[src/rtl/core/iprt_pkg.sv]
// Shared types, codes and defaults for the IPv4 port rule table.
`default_nettype none
package iprt_pkg;

  localparam int unsigned RULES_DEF = 16;
  localparam int unsigned POS_W     = 4;

  localparam logic [1:0] OP_ADD      = 2'd0;
  localparam logic [1:0] OP_CHECK    = 2'd1;
  localparam logic [1:0] OP_DELETE   = 2'd2;
  localparam logic [1:0] OP_RESERVED = 2'd3;

  localparam logic [2:0] ST_ADDED     = 3'd0;
  localparam logic [2:0] ST_INVALID   = 3'd1;
  localparam logic [2:0] ST_ACCEPTED  = 3'd2;
  localparam logic [2:0] ST_REJECTED  = 3'd3;
  localparam logic [2:0] ST_DELETED   = 3'd4;
  localparam logic [2:0] ST_NOT_FOUND = 3'd5;
  localparam logic [2:0] ST_FULL      = 3'd6;
  localparam logic [2:0] ST_ILLEGAL   = 3'd7;

  typedef struct packed {
    logic [1:0]  op;
    logic [31:0] addr_low;
    logic [31:0] addr_high;
    logic        addr_is_range;
    logic [15:0] port_low;
    logic [15:0] port_high;
    logic        port_is_range;
  } req_t;

  typedef struct packed {
    logic [2:0]       status;
    logic [POS_W-1:0] match_position;
  } res_t;

  typedef struct packed {
    logic [31:0] addr_low;
    logic [31:0] addr_high;
    logic        addr_range;
    logic [15:0] port_low;
    logic [15:0] port_high;
    logic        port_range;
  } entry_t;

  typedef struct packed {
    logic hit;   // connection falls inside the rule
    logic same;  // rule equals the request in form and values
  } match_t;

endpackage
`default_nettype wire

[src/rtl/core/iprt_match.sv]
// Shared compare unit: tests one stored rule against the held request.
`default_nettype none
module iprt_match (
  input  wire iprt_pkg::entry_t ent_i,
  input  wire iprt_pkg::entry_t req_i,
  output iprt_pkg::match_t match_o
);

  logic addr_hit;
  logic port_hit;

  always_comb begin
    if (ent_i.addr_range) begin
      addr_hit = (req_i.addr_low >= ent_i.addr_low) && (req_i.addr_low <= ent_i.addr_high);
    end else begin
      addr_hit = (req_i.addr_low == ent_i.addr_low);
    end
    if (ent_i.port_range) begin
      port_hit = (req_i.port_low >= ent_i.port_low) && (req_i.port_low <= ent_i.port_high);
    end else begin
      port_hit = (req_i.port_low == ent_i.port_low);
    end
  end

  assign match_o.hit  = addr_hit && port_hit;
  assign match_o.same = (ent_i == req_i);

endmodule
`default_nettype wire

[src/rtl/core/ip_port_rule_table.sv]
// Top level of the IPv4 address/port rule table with its scan sequencer.
//
//  channel   | direction | handshake             | payload
//  ----------+-----------+-----------------------+---------------------
//  request   | in        | start high, busy low  | req_i  (iprt_pkg::req_t)
//  result    | out       | done_o, one cycle     | res_o  (iprt_pkg::res_t)
//
// Flow: add, invalid and illegal requests, and a check or delete on an empty
// table, give their result in the cycle after the item is taken. A check reads
// one stored rule per cycle through a single memory read port, newest first,
// and reports when a rule hits or all rules are read. A delete scans the same
// way and then compacts the rules above the removed one, one rule moved per
// cycle through the same port pair.
// Reset clears the rule count and the sequencer; rule storage is not cleared.
// busy is high while a scan or compaction runs; the result cannot be stalled.
`default_nettype none
module ip_port_rule_table #(
  parameter int unsigned RULES = iprt_pkg::RULES_DEF
) (
  input  wire            clk_i,
  input  wire            rst_ni,
  input  wire            start,
  input  wire iprt_pkg::req_t req_i,
  output logic           busy,
  output logic           done_o,
  output iprt_pkg::res_t res_o
);

  localparam int unsigned IW = (RULES > 1) ? $clog2(RULES) : 1;
  localparam int unsigned CW = $clog2(RULES + 1);
  localparam int unsigned AW = (CW > iprt_pkg::POS_W) ? CW : iprt_pkg::POS_W;

  localparam logic [1:0] S_IDLE  = 2'd0;
  localparam logic [1:0] S_SCAN  = 2'd1;
  localparam logic [1:0] S_SHIFT = 2'd2;

  logic [1:0]       state_q, state_d;
  logic [CW-1:0]    cnt_q, cnt_d;
  logic [IW-1:0]    ptr_q, ptr_d;
  logic             more_q, more_d;
  logic             rd_vld_q, rd_vld_d;
  logic [IW-1:0]    slot_q;
  logic             op_del_q, op_del_d;
  iprt_pkg::entry_t key_q, key_d;
  iprt_pkg::entry_t rd_q;
  logic             done_q, done_d;
  iprt_pkg::res_t   res_q, res_d;
  logic [iprt_pkg::POS_W-1:0] pos_q, pos_d;

  iprt_pkg::entry_t mem [RULES];
  logic             wr_en;
  logic [IW-1:0]    wr_addr;
  iprt_pkg::entry_t wr_data;

  logic             accept;
  logic             req_valid;
  logic             oct_bad;
  logic [IW-1:0]    last_slot;
  logic [AW-1:0]    age;
  logic [iprt_pkg::POS_W-1:0] age_pos;
  iprt_pkg::entry_t req_key;
  iprt_pkg::match_t match;

  assign accept = start && !busy;
  assign busy   = (state_q != S_IDLE);
  assign done_o = done_q;
  assign res_o  = res_q;

  assign last_slot = IW'(cnt_q - CW'(1));
  assign age       = AW'(cnt_q) - AW'(1) - AW'(slot_q);
  assign age_pos   = age[iprt_pkg::POS_W-1:0];

  // Normalize the request: drop the high values of single fields.
  always_comb begin
    req_key.addr_low   = req_i.addr_low;
    req_key.addr_high  = req_i.addr_is_range ? req_i.addr_high : 32'd0;
    req_key.addr_range = req_i.addr_is_range;
    req_key.port_low   = req_i.port_low;
    req_key.port_high  = req_i.port_is_range ? req_i.port_high : 16'd0;
    req_key.port_range = req_i.port_is_range;
  end

  // Rule check: octets of a range start must not pass the end octets,
  // a port range must be strictly increasing.
  always_comb begin
    oct_bad = 1'b0;
    for (int k = 0; k < 4; k++) begin
      if (req_i.addr_low[8*k +: 8] > req_i.addr_high[8*k +: 8]) begin
        oct_bad = 1'b1;
      end
    end
    req_valid = !(req_i.addr_is_range && oct_bad) &&
                !(req_i.port_is_range && (req_i.port_high <= req_i.port_low));
  end

  iprt_match u_match (
    .ent_i   (rd_q),
    .req_i   (key_q),
    .match_o (match)
  );

  // Sequencer: one rule read per cycle; the compare is made in the cycle after the read.
  always_comb begin
    state_d  = state_q;
    cnt_d    = cnt_q;
    ptr_d    = ptr_q;
    more_d   = more_q;
    rd_vld_d = 1'b0;
    op_del_d = op_del_q;
    key_d    = key_q;
    pos_d    = pos_q;
    done_d   = 1'b0;
    res_d    = res_q;
    wr_en    = 1'b0;
    wr_addr  = IW'(cnt_q);
    wr_data  = req_key;

    unique case (state_q)
      S_IDLE: begin
        if (accept) begin
          key_d    = req_key;
          op_del_d = (req_i.op == iprt_pkg::OP_DELETE);
          ptr_d    = last_slot;
          more_d   = 1'b1;
          done_d   = 1'b1;
          res_d.match_position = '0;
          res_d.status         = iprt_pkg::ST_ILLEGAL;
          unique case (req_i.op)
            iprt_pkg::OP_ADD: begin
              if (!req_valid) begin
                res_d.status = iprt_pkg::ST_INVALID;
              end else if (cnt_q == CW'(RULES)) begin
                res_d.status = iprt_pkg::ST_FULL;
              end else begin
                wr_en        = 1'b1;
                cnt_d        = cnt_q + CW'(1);
                res_d.status = iprt_pkg::ST_ADDED;
              end
            end
            iprt_pkg::OP_CHECK: begin
              if (req_i.addr_is_range || req_i.port_is_range) begin
                res_d.status = iprt_pkg::ST_ILLEGAL;
              end else if (cnt_q == '0) begin
                res_d.status = iprt_pkg::ST_REJECTED;
              end else begin
                done_d  = 1'b0;
                state_d = S_SCAN;
              end
            end
            iprt_pkg::OP_DELETE: begin
              if (!req_valid) begin
                res_d.status = iprt_pkg::ST_INVALID;
              end else if (cnt_q == '0) begin
                res_d.status = iprt_pkg::ST_NOT_FOUND;
              end else begin
                done_d  = 1'b0;
                state_d = S_SCAN;
              end
            end
            default: begin
              res_d.status = iprt_pkg::ST_ILLEGAL;
            end
          endcase
        end
      end

      S_SCAN: begin
        // Issue the next read, newest to oldest.
        if (more_q) begin
          rd_vld_d = 1'b1;
          ptr_d    = ptr_q - IW'(1);
          more_d   = (ptr_q != '0);
        end
        if (rd_vld_q && !op_del_q && match.hit) begin
          rd_vld_d             = 1'b0;
          done_d               = 1'b1;
          res_d.status         = iprt_pkg::ST_ACCEPTED;
          res_d.match_position = age_pos;
          state_d              = S_IDLE;
        end else if (rd_vld_q && op_del_q && match.same) begin
          rd_vld_d = 1'b0;
          pos_d    = age_pos;
          if (slot_q == last_slot) begin
            // Newest rule removed: no compaction needed.
            cnt_d                = cnt_q - CW'(1);
            done_d               = 1'b1;
            res_d.status         = iprt_pkg::ST_DELETED;
            res_d.match_position = age_pos;
            state_d              = S_IDLE;
          end else begin
            ptr_d   = slot_q + IW'(1);
            more_d  = 1'b1;
            state_d = S_SHIFT;
          end
        end else if (rd_vld_q && !more_q) begin
          rd_vld_d             = 1'b0;
          done_d               = 1'b1;
          res_d.match_position = '0;
          res_d.status         = op_del_q ? iprt_pkg::ST_NOT_FOUND : iprt_pkg::ST_REJECTED;
          state_d              = S_IDLE;
        end
      end

      S_SHIFT: begin
        // Read slot k+1, then write it back one slot lower.
        if (more_q) begin
          rd_vld_d = 1'b1;
          ptr_d    = ptr_q + IW'(1);
          more_d   = (ptr_q != last_slot);
        end
        if (rd_vld_q) begin
          wr_en   = 1'b1;
          wr_addr = slot_q - IW'(1);
          wr_data = rd_q;
          if (!more_q) begin
            rd_vld_d             = 1'b0;
            cnt_d                = cnt_q - CW'(1);
            done_d               = 1'b1;
            res_d.status         = iprt_pkg::ST_DELETED;
            res_d.match_position = pos_q;
            state_d              = S_IDLE;
          end
        end
      end

      default: begin
        state_d = S_IDLE;
      end
    endcase
  end

  always_ff @(posedge clk_i or negedge rst_ni) begin
    if (!rst_ni) begin
      state_q  <= S_IDLE;
      cnt_q    <= '0;
      more_q   <= 1'b0;
      rd_vld_q <= 1'b0;
      done_q   <= 1'b0;
    end else begin
      state_q  <= state_d;
      cnt_q    <= cnt_d;
      more_q   <= more_d;
      rd_vld_q <= rd_vld_d;
      done_q   <= done_d;
    end
  end

  // Payload registers: no reset.
  always_ff @(posedge clk_i) begin
    ptr_q    <= ptr_d;
    slot_q   <= ptr_q;
    op_del_q <= op_del_d;
    key_q    <= key_d;
    pos_q    <= pos_d;
    res_q    <= res_d;
  end

  // Rule storage: one write port, one registered read port.
  always_ff @(posedge clk_i) begin
    if (wr_en) begin
      mem[wr_addr] <= wr_data;
    end
    rd_q <= mem[ptr_q];
  end

  a_cnt_bound: assert property (@(posedge clk_i) disable iff (!rst_ni)
    cnt_q <= CW'(RULES))
    else $error("rule count above table size");

  a_idle_no_read: assert property (@(posedge clk_i) disable iff (!rst_ni)
    (state_q == S_IDLE) |-> !rd_vld_q)
    else $error("read data pending while idle");

  a_add_one_cycle: assert property (@(posedge clk_i) disable iff (!rst_ni)
    (accept && (req_i.op == iprt_pkg::OP_ADD)) |=> done_q)
    else $error("add result not given in the next cycle");

  a_del_shrinks: assert property (@(posedge clk_i) disable iff (!rst_ni)
    (done_q && (res_q.status == iprt_pkg::ST_DELETED)) |-> (cnt_q + CW'(1) == $past(cnt_q)))
    else $error("delete did not remove exactly one rule");

  a_add_grows: assert property (@(posedge clk_i) disable iff (!rst_ni)
    (done_q && (res_q.status == iprt_pkg::ST_ADDED)) |-> (cnt_q == $past(cnt_q) + CW'(1)))
    else $error("add did not store exactly one rule");

endmodule
`default_nettype wire
[config.mk]
export PLATFORM = sky130hd
export DESIGN_NAME = ip_port_rule_table
export DESIGN_NICKNAME = d
export VERILOG_FILES = /design/src/rtl/core/iprt_pkg.sv /design/src/rtl/core/iprt_match.sv /design/src/rtl/core/ip_port_rule_table.sv
export SDC_FILE = /design/constraint.sdc
export NUM_CORES = 2
export LEC_CHECK = 0
export BUFFER_PORTS_ARGS = -buffer_cell sky130_fd_sc_hd__buf_2
export CORE_MARGIN = 4
export CORE_UTILIZATION = 30
export DETAILED_ROUTE_END_ITERATION = 7
export MAX_ROUTING_LAYER = met4
export PLACE_DENSITY = 0.49
export SETUP_SLACK_MARGIN = 0.02
export SYNTH_ARGS = -nofsm -noshare
export SYNTH_HDL_FRONTEND = slang
export SYNTH_SLANG_ARGS = --single-unit
[constraint.sdc]
create_clock -name clk_i -period 12.4 [get_ports clk_i]
set_input_delay 0 -clock clk_i [delete_from_list [all_inputs] [get_ports clk_i]]
set_output_delay 0 -clock clk_i [all_outputs]
set_load 0.02 [all_outputs]
# Word level (Yosys, flattened, before mapping)
# Memories as Yosys holds them, arrays and structs flattened. A register that Yosys moved wholly into a read port is not among the register bits.
# Cells that the tools add are included.
[op_classes]
addsub = 7
multipliers = 0
n_div = 0
magnitude_cmp = 9
eq_ne = 25
n_shift = 0
mux = 91
bitwise_logic = 1
n_reduce_logical = 31
[op_table]
columns = ["cell", "count"]
rows = [
  ["$mux W98", 2],
  ["$eq A98 B98 Y1", 1],
  ["$mux W7", 7],
  ["$mux W5", 9],
  ["$mux W1", 35],
  ["$eq A32 B32 Y1", 1],
  ["$ge A32 B32 Y1", 1],
  ["$gt A8 B8 Y1", 4],
  ["$le A16 B16 Y1", 2],
  ["$le A32 B32 Y1", 1],
  ["$mux W32", 1],
  ["$mux W4", 8],
  ["$mux W2", 11],
  ["$pmux W7 S3", 1],
  ["$mux W3", 6],
  ["$ne A2 B2 Y1 const B", 9],
  ["$eq A16 B16 Y1", 1],
  ["$ge A16 B16 Y1", 1],
  ["$mux W16", 1],
  ["$pmux W5 S3", 1],
  ["$logic_and A1 B1 Y1", 12],
  ["$pmux W4 S3", 1],
  ["$reduce_and A10 Y1", 1],
  ["$pmux W3 S3", 1],
  ["30 further kinds", 46],
]
[totals]
register_bits = 128
latch_bits = 0
ramBits = 1568
romBits = 0
in_bits = 103
out_inout_bits = 9
elab_cells = 182
n_memories = 1
[memory_table]
columns = ["memory", "words", "width", "rd", "rd_ports_with_merged_regs", "write_ports", "line", "text"]
rows = [
  ["mem", 16, 98, 1, 1, 1, "ip_port_rule_table.sv:50", "iprt_pkg::entry_t mem [RULES];"],
]

# Depth between registers and ports, before layout
[logic_depth]
ltp_word = 14
depth_mapped = 11
depth_no_buf = 11

# Cells and area by module
# Synthesis repeated with hierarchy kept, for this count alone.
[unflattened]
cells_unflattened = 3556
area_unflattened_um2 = 71447.3
[modules_own_cells]
columns = ["mod", "instances", "cells_per_inst", "area_per_inst_um2", "seq_area_each_um2"]
rows = [
  ["ip_port_rule_table", 1, 3146, 68436.9, 52800.6],
  ["iprt_match", 1, 410, 3010.4, 0.0],
]

# Worst setup path before layout
# OpenSTA, ideal clock, no wires.
[synth_timing]
kind = "flip-flop to flip-flop"
startpoint = "reg state_q[0]"
endpoint = "mem mem[10][0] (netlist name), enable pin"
setup_ns = 0.556
arrival_time_ns = 10.036
required_ns = 11.844
path_slack_ns = 1.808
path_stages_with_launch = 10
n_path_buf = 0
period_less_slack_ns = 10.592
cell_sequence = "dfrtp_1 inv_1 ha_1 inv_1 nor2_1 nand2_1 a31oi_1 nor2b_1 o211ai_1 nor2_1"
[synth_between]
elab_chain_cells = 7
elab_cells_between_ends = 10
classes_between = "eq/ne: 1; mux: 5; reduce/logical: 4"
[synth_lines]
columns = ["element", "line", "text"]
rows = [
  ["start, declared", "ip_port_rule_table.sv:37", "logic [1:0] state_q, state_d;"],
  ["start signal, assigned", "ip_port_rule_table.sv:240", "state_q <= state_d;"],
  ["$reduce_bool A2 Y1", "ip_port_rule_table.sv:65", "assign busy = (state_q != S_IDLE);"],
  ["via busy", "ip_port_rule_table.sv:24", "output logic busy,"],
  ["$logic_not A1 Y1", "ip_port_rule_table.sv:64", "assign accept = start && !busy;"],
  ["$logic_and A1 B1 Y1", "ip_port_rule_table.sv:64", ""],
  ["$mux W1", "ip_port_rule_table.sv:120", "if (accept) begin"],
  ["$pmux W1 S2", "ip_port_rule_table.sv:118", "unique case (state_q)"],
  ["$mux W1", "ip_port_rule_table.sv:260", "if (wr_en) begin"],
  ["$mux W1 (not written as such)", "ip_port_rule_table.sv:261", "mem[wr_addr] <= wr_data;"],
  ["end, declared", "ip_port_rule_table.sv:50", ""],
]
# The timed path passes the listed nets, and every way through them passes these cells.

# Final worst setup path
[layout_timing]
startpoint = "in req_i[91] (netlist name)"
endpoint = "mem mem[5][78] (netlist name), enable pin"
[layout_between]
elab_chain_cells = 11
[layout_lines]
columns = ["element", "line", "text"]
rows = [
  ["start, declared", "ip_port_rule_table.sv:23", "input wire iprt_pkg::req_t req_i,"],
  ["$gt A8 B8 Y1", "ip_port_rule_table.sv:88", "if (req_i.addr_low[8*k +: 8] > req_i.addr_high[8*k +: 8]) begin"],
  ["$mux W1", "ip_port_rule_table.sv:88", ""],
  ["$logic_and A1 B1 Y1", "ip_port_rule_table.sv:92", "req_valid = !(req_i.addr_is_range && oct_bad) &&"],
  ["$logic_not A1 Y1", "ip_port_rule_table.sv:92", ""],
  ["$logic_and A1 B1 Y1", "ip_port_rule_table.sv:92", ""],
  ["$mux W1", "ip_port_rule_table.sv:130", "if (!req_valid) begin"],
  ["$mux W1", "ip_port_rule_table.sv:128", "unique case (req_i.op)"],
  ["$mux W1", "ip_port_rule_table.sv:120", ""],
  ["$pmux W1 S2", "ip_port_rule_table.sv:118", ""],
  ["$mux W1", "ip_port_rule_table.sv:260", ""],
  ["$mux W1 (not written as such)", "ip_port_rule_table.sv:261", ""],
]
# Every way passes these cells.

==> impl_metrics.env <==
export IMPL_cts_tree="yes"
export IMPL_drt_drc_violations_left=0
export IMPL_grt_use_total_pct=16.5
export IMPL_clk_pin_slew_ns=0.06
export IMPL_final_setup_skew_ns=0.0320
export IMPL_outcome="completed"
export IMPL_p_leak_uw=0.0277
export IMPL_multiInputGateArea_um2=17300
export IMPL_fillers=21900
export IMPL_port_buffers=111
export IMPL_tns_ns=0
export IMPL_nets=4184
export IMPL_yosysUniqueCellTypes=73
export IMPL_critPathKind="in -> reg"
export IMPL_ys_seq_elements=1794
export IMPL_hold_viol=0
export IMPL_dieWidth_um=495
export IMPL_drt_initial_drc_count=3004
export IMPL_antenna_left=0
export IMPL_ctsLongestPathBuffers=3
export IMPL_num_rows=178
export IMPL_place_gp_congestion=0.823
export IMPL_slew_headroom_pct=14.6
export IMPL_grt_overflow=0
export IMPL_synth_warnings=0
export IMPL_tightest_slew_ns=1.27
export IMPL_maxSlewViolCount=0
export IMPL_ys_seq_area_share_pct=74.2
export IMPL_synth_cells=3477
export IMPL_synthFlopType="edfxtp_1"
export IMPL_hold_path_class="in -> reg"
export IMPL_synth_compound_area_share_pct=2.34
export IMPL_synth_edf_count=1682
export IMPL_cp_end_kind="register"
export IMPL_htreeDepth=4
export IMPL_synthAdderAreaFrac_pct=2.88
export IMPL_ir_drop_mv=0.222
export IMPL_p_total_uw=17200
export IMPL_core_um2=236000
export IMPL_cpPeakStageDelay_ns=0.80
export IMPL_clock_sinks=1794
export IMPL_drt_wl_total_mm=197
export IMPL_worstPathBufferInverterCount=4
export IMPL_via_per_inst=4.90
export IMPL_cp_top_family="buffers and inverters"
export IMPL_cap_violations=0
export IMPL_synth_nets=3743
export IMPL_grt_pass1_vias=36800
export IMPL_synthMuxAreaShare_pct=15.6
export IMPL_vias=35500
export IMPL_powerDensity_nw_per_um2=205
export IMPL_clk_latency_ns=0.82
export IMPL_die_h_um=495
export IMPL_area_growth_pct=18.1
export IMPL_slowest_stage="buf_4"
export IMPL_ys_async_sr_fraction_pct=0.557
export IMPL_die_area_um2=245000
export IMPL_rsz0062_at_grt="false"
export IMPL_cts_root_buf="clkbuf_16"
export IMPL_final_util_pct=35.7
export IMPL_start_util_pct=30.2
export IMPL_setup_viol=0
export IMPL_syn_area_um2=71200
export IMPL_cts_buffers_inserted=182
export IMPL_regArea_um2=52800
export IMPL_critical_path_cell_chain="dlygate4sd3_1 -> buf_2 -> ha_1 -> nor2b_1 -> o211ai_1 -> a21oi_1 -> o22ai_1 -> nand4_1 -> a32o_1 -> nor2b_1 -> o211ai_1 -> nor2_4 -> buf_4 -> buf_4"
export IMPL_crit_path_start_kind="primary input"
export IMPL_layout_drive_gt1_share_pct=25.3
export IMPL_grt_antenna_before_repair=18
export IMPL_cp_arrival_ns=5.97
export IMPL_max_freq_mhz=181
export IMPL_synth_xor_area_share_pct=0.677
export IMPL_grt_max_degree=117
export IMPL_period_share_pct=44.5
export IMPL_wl_per_cell_um=27.2
export IMPL_critPathRequiredTime_ns=12.85
export IMPL_synth_top_family_by_area="multiplexers"
export IMPL_avgSynthCellArea_um2=20.5
export IMPL_dp_hpwl_mm=109
export IMPL_synth_area_top_cells="edfxtp_1, mux4_2, dfxtp_1"
export IMPL_cts_resized=0
export IMPL_fin_crit_ns=5.52
export IMPL_worst_path_max_fanout=42
export IMPL_yosys_area_share_simple_pct=2.70
export IMPL_grt_first_pass_wirelength_mm=281
export IMPL_synth_area_leader_cell="edfxtp_1"
export IMPL_ioPinCount=112
export IMPL_drt_pass1_iter_count=5
export IMPL_synth_top_area_share_pct=71.0
[report_power, final]
part           switching, uW  internal [uW]
logic                   2330           2120
clock network           2370           3150
registers                282           6980
total                   4990          12300
[final cells by class]
type                            instances  share of cell area [%]
Antenna cell                            9                  0.0268
Timing Repair Buffer                  403                    3.94
Tap cell                             3150                    4.69
Sequential cell                      1794                    62.8
Multi-Input combinational cell       1373                    20.6
Inverter                              164                   0.732
Clock buffer                          257                    6.07
Clock inverter                         85                    1.12
[path summary, 6_finish.rpt]
kind | from | to | slack, ns | cells after the start
worst max-delay path | req_i[91] | mem[5][78]$_DFFE_PP_ | 6.88 | 14
worst min-delay path | req_i[82] | key_q[82]$_DFFE_PP_ | 0.13 | 2
worst max register to register | state_q[0]$_DFFE_PN0P_ | mem[5][78]$_DFFE_PP_ | 7.05 | 12
worst min register to register | cnt_q[4]$_DFFE_PN0P_ | cnt_q[4]$_DFFE_PN0P_ | 0.56 | 1
max in group asynchronous | rst_ni | cnt_q[0]$_DFFE_PN0P_ | 11.70 | 3
min in group asynchronous | rst_ni | more_q$_DFFE_PN0P_ | 0.29 | 3
[state kept, by name, indices dropped and copies added (netlist names)]
signal,cells
more_q,1
key_q,98
mem,1568
rd_vld_q,1
done_o,1
pos_q,4
cnt_q,5
res_o,7
state_q,2
slot_q,4
op_del_q,1
ptr_q,4
rd_q,98
[cells in the mapped netlist (all sizes together) (5+ instances only)]
library cell / n
clkbuf: 98
mux4: 490
nand2b: 16
nor2b: 16
xor2: 25
dfrtp: 10
xnor2: 30
buf: 48
o21ai: 128
o21a: 5
nor3: 9
a31oi: 6
edfxtp: 1682
and2: 51
a21o: 6
ha: 162
o22ai: 5
a211oi: 9
inv: 163
nand2: 154
nor4: 13
dfxtp: 102
o211ai: 12
nor2: 40
or4: 5
nand4: 42
nand3: 23
a21oi: 66
[worst register-to-register path, stage by stage, from the launching register on]
cell      delay, ns
dfrtp_1        0.41
inv_1          0.09
ha_1           0.24
inv_1          0.12
nor2_4         0.11
buf_4          0.67
nand2_1        0.12
a31oi_1        0.22
nor2b_1        0.31
o211ai_1       0.36
nor2_4         0.72
buf_4          0.76
buf_4          0.81
[layout by cell type (no fill, tap or decap), types with 6 or more instances in the layout]
cell	count
a211oi_1	9
a31oi_1	6
nor2_4	17
buf_4	117
nand2_1	152
dlygate4sd3_1	162
mux4_2	490
inv_1	162
dfxtp_1	102
nand3_1	23
and2_1	50
nor2_1	23
dfrtp_1	10
clkinv_1	26
nand2b_1	16
o211ai_1	12
a21o_1	6
nor2b_1	16
diode_2	9
edfxtp_1	1682
buf_12	13
ha_1	162
nand4_1	42
bufinv_16	12
clkbuf_16	183
a21oi_1	65
xor2_1	25
o21ai_1	30
clkbuf_1	49
nor3_1	9
clkbuf_8	25
clkinv_2	29
xnor2_1	30
nor4_1	10
o21ai_0	97
buf_2	111
[timing repair]
item | CTS | global route
hold buffers | 162 | 0
buffers inserted | 0 | 0
hold endpoints to repair | 1061 | 0
[per-stage QoR]
stage          hold slack, ns  area (um^2)  worst slack, ns  instances
6_report                0.128        84100             6.88       7235
5_1_grt                0.0514        84100             6.62       7234
4_1_cts                0.0537        84100             6.66       7226
3_5_place_dp          -0.0803        76400             6.55       6722
3_3_place_gp          -0.0704        76400             6.59       6722
2_1_floorplan          -0.296        71200             1.81       3477
[logic make-up (layout without fill, tap and decap cells)]
group	after synthesis	in the layout
AO/OA/AOI/OAI	278	278
XOR/XNOR	55	55
adder cells (fa/ha/maj)	163	163
buffers and inverters	310	909
flip-flops	1794	1794
multiplexers	495	495
other	0	9
AND/OR/NAND/NOR	382	382
[metal layers]
metal  up-vias  part of all wire, %  track usage (%)
li1      15100                    -                -
met1     19200                   43             21.3
met2       871                   50             27.0
met3       280                  3.9             2.09
met4         0                  3.2             5.36
met5         -                    0                -
Power figures use the tool's default switching activity.
